==> src/design/esup_pkg.sv <==
package esup_pkg;

    localparam int unsigned TIMER_W   = 16;
    localparam int unsigned START_W   = 15;
    localparam int unsigned LENGTH_W  = 14;
    localparam int unsigned FREQ_W    = 10;
    localparam int unsigned PADDR_W   = 4;
    localparam int unsigned PDATA_W   = 32;

    localparam logic [TIMER_W-1:0] TIMER_MAX = {TIMER_W{1'b1}};

    localparam logic [2:0]         MASK_RESET    = 3'd1;
    localparam logic [TIMER_W-1:0] TIMEOUT_RESET = 16'd1000;
    localparam logic [TIMER_W-1:0] PERIOD_RESET  = 16'd923;

    localparam logic [FREQ_W-1:0] TONE_HIGH_HZ = 10'(392 * 2);
    localparam logic [FREQ_W-1:0] TONE_LOW_HZ  = 10'(349 * 2);

    typedef enum logic [1:0] {
        MODE_TICK    = 2'd0,
        MODE_REFRESH = 2'd1,
        MODE_HOST_VS = 2'd2,
        MODE_CFG_VS  = 2'd3
    } mode_t;

    typedef enum logic [1:0] {
        LED_NONE   = 2'd0,
        LED_RED    = 2'd1,
        LED_GREEN  = 2'd2,
        LED_PURPLE = 2'd3
    } led_t;

    typedef enum logic [1:0] {
        REG_MASK    = 2'd0,
        REG_TIMEOUT = 2'd1,
        REG_PERIOD  = 2'd2,
        REG_NONE    = 2'd3
    } reg_idx_t;

    typedef enum logic [1:0] {
        WORD_STATUS = 2'd0,
        WORD_TONE_A = 2'd1,
        WORD_TONE_B = 2'd2,
        WORD_TONE_C = 2'd3
    } word_idx_t;

    typedef enum logic {
        KIND_STATUS = 1'b0,
        KIND_TONE   = 1'b1
    } kind_t;

    typedef struct packed {
        logic stopped;
        logic notify;
        logic notify_value;
        led_t led;
        logic buzzer_clear;
        logic alarm;
    } result_t;

endpackage

==> src/design/emergency_stop_supervisor_core.sv <==
// Emergency-stop supervisor.
// Input channel (in_valid/in_stall) carries one word per tick or host event:
// mode, three switch levels and the virtual switch value. Output channel
// (out_valid/out_stall) returns one status word per input, followed by three
// alarm tone words when a tick fires the alarm; last marks the final word.
// Registers are set through the APB port at 0x0 (switch mask), 0x4 (link
// timeout) and 0x8 (alarm period); writes are to be made while the block is
// idle, which the block does not enforce. Stop state and timers update in
// the cycle a word is accepted. A new input word is taken every cycle while
// the output is free; an alarm tick holds the output for its four words and
// one more input waits in a pending register, after which in_stall rises.
// Reset leaves the block stopped with the virtual switch clear, both timers
// at zero and the registers at their defaults. While the receiver stalls,
// the output word holds and at most one further input word is accepted.
module emergency_stop_supervisor_core (
    input  logic                          clk,
    input  logic                          rst_n,
    input  logic                          psel,
    input  logic                          penable,
    input  logic                          pwrite,
    input  logic [esup_pkg::PADDR_W-1:0]  paddr,
    input  logic [esup_pkg::PDATA_W-1:0]  pwdata,
    output logic [esup_pkg::PDATA_W-1:0]  prdata,
    output logic                          pready,
    input  logic                          in_valid,
    output logic                          in_stall,
    input  logic [1:0]                    mode,
    input  logic                          switch_one,
    input  logic                          switch_two,
    input  logic                          switch_three,
    input  logic                          virtual_value,
    output logic                          out_valid,
    input  logic                          out_stall,
    output logic                          kind,
    output logic                          relay_closed,
    output logic                          stopped,
    output logic                          notify,
    output logic                          notify_value,
    output logic [1:0]                    led_color,
    output logic                          buzzer_clear,
    output logic [esup_pkg::START_W-1:0]  tone_start_ms,
    output logic [esup_pkg::LENGTH_W-1:0] tone_length_ms,
    output logic [esup_pkg::FREQ_W-1:0]   tone_freq_hz,
    output logic                          last
);
    import esup_pkg::*;

    logic [2:0]         mask_reg;
    logic [TIMER_W-1:0] timeout_reg;
    logic [TIMER_W-1:0] period_reg;

    logic               stop_reg, stop_next;
    logic               vswitch_reg, vswitch_next;
    logic [TIMER_W-1:0] link_reg, link_next;
    logic [TIMER_W-1:0] alarm_reg, alarm_next;

    logic               pend_valid_reg, pend_valid_next;
    result_t            pend_reg;
    logic               out_valid_reg, out_valid_next;
    result_t            out_reg, out_next;
    word_idx_t          idx_reg, idx_next;

    result_t            res;
    reg_idx_t           widx;
    logic               cfg_write;
    logic               in_fire, out_fire, out_last, out_free;
    logic [TIMER_W-1:0] link_aged, alarm_aged;
    logic [2:0]         sw;
    logic               want, link_lost;
    mode_t              mode_c;

    // configuration
    assign pready    = 1'b1;
    assign widx      = reg_idx_t'(paddr[3:2]);
    assign cfg_write = psel && penable && pwrite && pready;

    always_ff @(posedge clk or negedge rst_n)
    begin
        if (!rst_n)
        begin
            mask_reg    <= MASK_RESET;
            timeout_reg <= TIMEOUT_RESET;
            period_reg  <= PERIOD_RESET;
        end
        else if (cfg_write)
        begin
            unique case (widx)
                REG_MASK:    mask_reg    <= pwdata[2:0];
                REG_TIMEOUT: timeout_reg <= pwdata[TIMER_W-1:0];
                REG_PERIOD:  period_reg  <= pwdata[TIMER_W-1:0];
                default:     ;
            endcase
        end
    end

    always_comb
    begin
        unique case (widx)
            REG_MASK:    prdata = {29'd0, mask_reg};
            REG_TIMEOUT: prdata = {16'd0, timeout_reg};
            REG_PERIOD:  prdata = {16'd0, period_reg};
            default:     prdata = '0;
        endcase
    end

    // handshake
    assign in_stall = pend_valid_reg;
    assign in_fire  = in_valid && !in_stall;
    assign out_fire = out_valid_reg && !out_stall;
    assign out_last = (idx_reg == WORD_TONE_C) || (idx_reg == WORD_STATUS && !out_reg.alarm);
    assign out_free = !out_valid_reg || (out_fire && out_last);

    // supervisor step
    assign mode_c     = mode_t'(mode);
    assign sw         = {switch_three, switch_two, switch_one};
    assign link_aged  = (link_reg  == TIMER_MAX) ? TIMER_MAX : link_reg + 1'b1;
    assign alarm_aged = (alarm_reg == TIMER_MAX) ? TIMER_MAX : alarm_reg + 1'b1;
    assign link_lost  = link_aged > timeout_reg;
    assign want       = ((sw & mask_reg) != 3'd0) || vswitch_reg || link_lost;

    always_comb
    begin
        stop_next    = stop_reg;
        vswitch_next = vswitch_reg;
        link_next    = link_reg;
        alarm_next   = alarm_reg;
        res          = '0;
        res.led      = LED_NONE;
        case (mode_c)
            MODE_TICK:
            begin
                link_next  = link_aged;
                alarm_next = alarm_aged;
                stop_next  = want;
                if (link_lost)
                    res.led = LED_PURPLE;
                if (!stop_reg && want)
                begin
                    res.led          = LED_RED;
                    res.notify       = 1'b1;
                    res.notify_value = stop_reg;
                end
                else if (stop_reg && !want)
                begin
                    res.led          = LED_GREEN;
                    res.notify       = 1'b1;
                    res.notify_value = stop_reg;
                    res.buzzer_clear = 1'b1;
                end
                if (want && alarm_aged > period_reg)
                begin
                    res.alarm  = 1'b1;
                    alarm_next = '0;
                end
            end
            MODE_REFRESH:
                link_next = '0;
            MODE_HOST_VS:
            begin
                vswitch_next = virtual_value;
                link_next    = '0;
            end
            default:
                vswitch_next = virtual_value;
        endcase
        res.stopped = stop_next;
    end

    always_ff @(posedge clk or negedge rst_n)
    begin
        if (!rst_n)
        begin
            stop_reg    <= 1'b1;
            vswitch_reg <= 1'b0;
            link_reg    <= '0;
            alarm_reg   <= '0;
        end
        else if (in_fire)
        begin
            stop_reg    <= stop_next;
            vswitch_reg <= vswitch_next;
            link_reg    <= link_next;
            alarm_reg   <= alarm_next;
        end
    end

    // pending and output stages
    always_comb
    begin
        pend_valid_next = pend_valid_reg;
        out_valid_next  = out_valid_reg;
        out_next        = out_reg;
        idx_next        = idx_reg;
        if (out_fire && !out_last)
            idx_next = word_idx_t'(idx_reg + 2'd1);
        if (out_free)
        begin
            idx_next = WORD_STATUS;
            if (pend_valid_reg)
            begin
                out_valid_next  = 1'b1;
                out_next        = pend_reg;
                pend_valid_next = 1'b0;
            end
            else if (in_fire)
            begin
                out_valid_next = 1'b1;
                out_next       = res;
            end
            else
                out_valid_next = 1'b0;
        end
        else if (in_fire)
            pend_valid_next = 1'b1;
    end

    always_ff @(posedge clk or negedge rst_n)
    begin
        if (!rst_n)
        begin
            pend_valid_reg <= 1'b0;
            out_valid_reg  <= 1'b0;
            idx_reg        <= WORD_STATUS;
        end
        else
        begin
            pend_valid_reg <= pend_valid_next;
            out_valid_reg  <= out_valid_next;
            idx_reg        <= idx_next;
        end
    end

    always_ff @(posedge clk)
    begin
        if (in_fire && !out_free)
            pend_reg <= res;
        out_reg <= out_next;
    end

    // output word
    always_comb
    begin
        out_valid      = out_valid_reg;
        relay_closed   = !out_reg.stopped;
        stopped        = out_reg.stopped;
        last           = out_last;
        kind           = KIND_TONE;
        notify         = 1'b0;
        notify_value   = 1'b0;
        led_color      = LED_NONE;
        buzzer_clear   = 1'b0;
        tone_length_ms = period_reg[TIMER_W-1:2];
        tone_start_ms  = '0;
        tone_freq_hz   = TONE_HIGH_HZ;
        case (idx_reg)
            WORD_STATUS:
            begin
                kind           = KIND_STATUS;
                notify         = out_reg.notify;
                notify_value   = out_reg.notify_value;
                led_color      = out_reg.led;
                buzzer_clear   = out_reg.buzzer_clear;
                tone_length_ms = '0;
                tone_freq_hz   = '0;
            end
            WORD_TONE_A:
                tone_start_ms = '0;
            WORD_TONE_B:
            begin
                tone_start_ms = {1'b0, period_reg[TIMER_W-1:2]};
                tone_freq_hz  = TONE_LOW_HZ;
            end
            default:
                tone_start_ms = period_reg[TIMER_W-1:1];
        endcase
    end

endmodule
==> config.mk <==
export PLATFORM = sky130hd
export DESIGN_NAME = emergency_stop_supervisor_core
export DESIGN_NICKNAME = d
export VERILOG_FILES = /design/src/design/esup_pkg.sv /design/src/design/emergency_stop_supervisor_core.sv
export SDC_FILE = /design/constraint.sdc
export NUM_CORES = 1
export LEC_CHECK = 0
export ABC_AREA = 1
export BUFFER_PORTS_ARGS = -buffer_cell sky130_fd_sc_hd__buf_2
export CAP_MARGIN = 20
export CORE_MARGIN = 2
export CORE_UTILIZATION = 60
export CTS_CLUSTER_DIAMETER = 30
export DETAILED_ROUTE_END_ITERATION = 8
export HOLD_SLACK_MARGIN = 0.06
export PLACE_DENSITY_LB_ADDON = 0.12
export REMOVE_ABC_BUFFERS = 1
export SKIP_CTS_REPAIR_TIMING = 1
export SYNTH_ARGS = -nofsm -noshare
export SYNTH_HDL_FRONTEND = slang
export SYNTH_SLANG_ARGS = --single-unit
==> constraint.sdc <==
create_clock -name clk -period 6.3 [get_ports clk]
set_clock_uncertainty 0.2 [all_clocks]
set_input_delay 0.63 -clock clk [delete_from_list [all_inputs] [get_ports clk]]
set_output_delay 0.63 -clock clk [all_outputs]
set_load 0.005 [all_outputs]
==> summary.txt <==
MaxCap Viol Count: 0
core region area: 9684 µm²
Flop pwr share: 35.5%
CTS root buf: clkbuf_8
leakage power: 3.536 nW
CTS tree: yes
drt total wl: 14.38 mm
Hold Violations, Final: 0
Wirelength per Cell: 14.50 µm
ratio of cells with drive above 1 in the final layout: 20.26%
grt met2 use: 45.40%
Placer Congestion: 0.9140
Setup CP Type: reg2reg
CTS Buf Count: 9
r2r setup slk: 2300 ps
Die Ht: 103.3 µm
Reg2Reg Depth: 25
vias per inst: 5.372
GRT Resource Usage Total: 28.16%
clk sinks: 87
total power: 2.476 mW
Peak VDD IR: 0.0002275 V
grt met1 use: 39.65%
Multi-input gate area: 2964 µm²
largest net degree at the start of global routing: 74
met3 usage: 4.234%
delay-heaviest family, CP: simple AND/OR/NAND/NOR gates
Final ANT Viol Nets: 0
Worst-Skew Late Latency: 370 ps
Port Buffer Count: 93
Die W: 103.3 µm
# nets final: 948
# diodes: 0
clock transition at the registers of the reported paths: 90 ps
max-slew violation count: 0
Clock Path Buffers: 2
RR Endpoint: out_reg[2]
Cell Area, Synth: 5919 µm²
Clk pwr share: 17.7%
P per Cell Area: 376.5 nW/µm²
CTS H-tree depth: 3
YS warnings: 0
total number of vias: 5329
Starting Density: 61.12%
CP bufs+invs: 3
Synth top area share: 24.52%
slew at the pin closest to its max-slew limit: 970.3 ps
Async SR Flop Fraction: 83.91%
Seq/Total Area, Yosys: 38.28%
RSZ-0062 raised after global routing: no
crit path max-delay cell type: dfrtp_1
switching power: 1.064 mW
Max Fclk: 0.2498 GHz
r2r startpoint: link_reg[0]
Core Util, Final: 67.89%
Post-synth EDFFs: 14
die area: 10680 µm²
Final Worst Setup Slack: 2296 ps
drt drc: 0
sw frac: 42.98%
setup TNS: 0 ps
global route hottest layer: met2
worst path arrival time: 3930 ps
number of distinct library cells after synthesis: 44
CP most frequent cell: nand2_1
synth top area cells: dfrtp_1, nand2_1, ha_1
Setup crit end kind: flop
FILL cells: 838
internal power: 1.412 mW
Layout area overhead: 11.08%
antenna violations before repair: 0
Std-Cell Rows: 36
startpoint types: flop
Slew HR: 35.15%
status: finished clean
Placement Setup Slack: 2372 ps
Most used DFF post-synth: dfrtp_1
Setup Viol. Count Final: 0
top fanout value on the critical path: 12
Hold Path Class: in2async
FF+latch count, synth: 87
Reg area: 2266 µm²
Post-DP HPWL: 10.63 mm
DRT iter0 DRCs: 422
Comb power frac: 46.8%
First-pass DRT Iterations: 7
Synth Instances: 775
minimum clock period after layout: 4004 ps
top-level port count: 132
gr ovfl total: 0
CP max stage delay: 430 ps
vias in the first global route: 4741
Synth area leader: dfrtp_1
Req. time, crit path: 6230 ps
period utilization: 63.55%
global-route wire length before repair: 23.10 mm
Avg Cell Area, Syn: 7.638 µm²
==> worst register-to-register path, cell delays in order (launching register included) <==
cell and delay [ps]:
dfrtp_1 430, ha_1 210, nand2_2 100, nor3_4 240, nand2_2 100, nor2_1 90
nand2_1 380, o21ai_0 320, ha_1 310, nand2_1 90, inv_1 40, nand2_1 50
nand2_1 50, nand2_1 60, nand2_1 70, nand2_1 70, nand2_1 70, nand2_1 100
nand2_2 120, inv_1 120, ha_1 190, inv_1 60, nand3_1 110, nand2_1 70
nand3_1 70, nand2_1 50
==> worst max-delay path by stage <==
| stage | slack (ps) | start | to | cells after the start |
|---|---|---|---|---|
| floorplan | 3030 | link_reg[0] | out_reg[2] | 22 |
| global placement | 2520 | link_reg[1] | out_reg[2] | 25 |
| detailed placement | 2370 | link_reg[0] | out_reg[2] | 25 |
| CTS | 2340 | link_reg[0] | out_reg[2] | 25 |
| global route | 1960 | link_reg[1] | out_reg[2] | 25 |
| finish | 2300 | link_reg[0] | out_reg[2] | 25 |
==> Yosys cell counts, types with 3 or more instances <==
| cell type | n |
|---|---|
| a21oi_1 | 20 |
| a22o_1 | 3 |
| buf_1 | 3 |
| buf_2 | 4 |
| buf_4 | 25 |
| clkbuf_1 | 11 |
| dfrtp_1 | 58 |
| dfstp_2 | 15 |
| edfxtp_1 | 14 |
| ha_1 | 45 |
| inv_1 | 124 |
| inv_2 | 4 |
| nand2_1 | 176 |
| nand2_2 | 13 |
| nand3_1 | 27 |
| nand3_2 | 10 |
| nand4_1 | 9 |
| nor2_1 | 60 |
| nor2_2 | 6 |
| nor2_4 | 6 |
| nor3_1 | 8 |
| o21ai_0 | 56 |
| o21ai_1 | 15 |
| o21ai_2 | 4 |
| o22ai_1 | 30 |
| xor2_1 | 8 |
==> cell families (layout without fill, tap and decap cells) <==
family	after synthesis	count (layout)	share of synthesized area, %
xor+xnor	8	8	1.184
fa+ha+maj	45	45	9.512
compound gates	135	135	12.81
other cells	2	20	0.1269
flops	87	87	38.28
simple gates	324	324	25.11
mux	1	1	0.1902
buf+inv	173	239	12.79
==> stage by stage <==
step	instances	area (µm²)	hold WS, ps
after floorplan	749	5715	134.4
after global placement	976	6355	266.8
after detailed placement	976	6355	273.1
after CTS	992	6575	284.8
after global routing	992	6575	292.7
final	992	6575	266.0
==> metal layers <==
metal,up-vias,wire (µm)
met2,223,6544
met5,-,0
li1,2619,-
met1,2466,6677
met4,0,220
met3,21,941
==> layout by cell type, fill, tap and decap left out, types with 2 or more instances in the layout <==
cell,count
o22ai_1,30
buf_2,93
clkbuf_8,13
a21oi_1,20
o21a_1,2
ha_1,45
o221ai_1,2
conb_1,20
xor2_1,8
o21ai_2,4
inv_1,124
a22o_1,3
nand4_1,9
nand2_2,13
o21ai_0,56
dfstp_2,15
inv_2,4
nand3_1,27
nor2_1,60
nor2_4,6
o21ai_1,15
nor2_2,6
nand3_2,10
nand2_1,176
nor3_1,8
dfrtp_1,58
edfxtp_1,14
==> area by class of cell <==
class / instances / share of cell area (%)
clock buffer: 14 / 2.778
clock inverter: 2 / 0.5709
inverter: 129 / 7.383
multi-input combinational: 533 / 45.08
sequential: 87 / 34.46
tap: 133 / 2.531
timing repair buffer: 94 / 7.193
==> power by group through the flow <==
stage | Clock, mW | Combinational, mW | Sequential [mW]
4_1_cts | 0.440 | 1.15 | 0.876
3_5_place_dp | 0 | 1.14 | 0.886
2_1_floorplan | 0 | 0.804 | 0.857
6_report | 0.438 | 1.16 | 0.879
5_1_grt | 0.460 | 1.33 | 0.900
3_3_place_gp | 0 | 1.09 | 0.878
No activity file was read; power rests on OpenSTA's default activity.
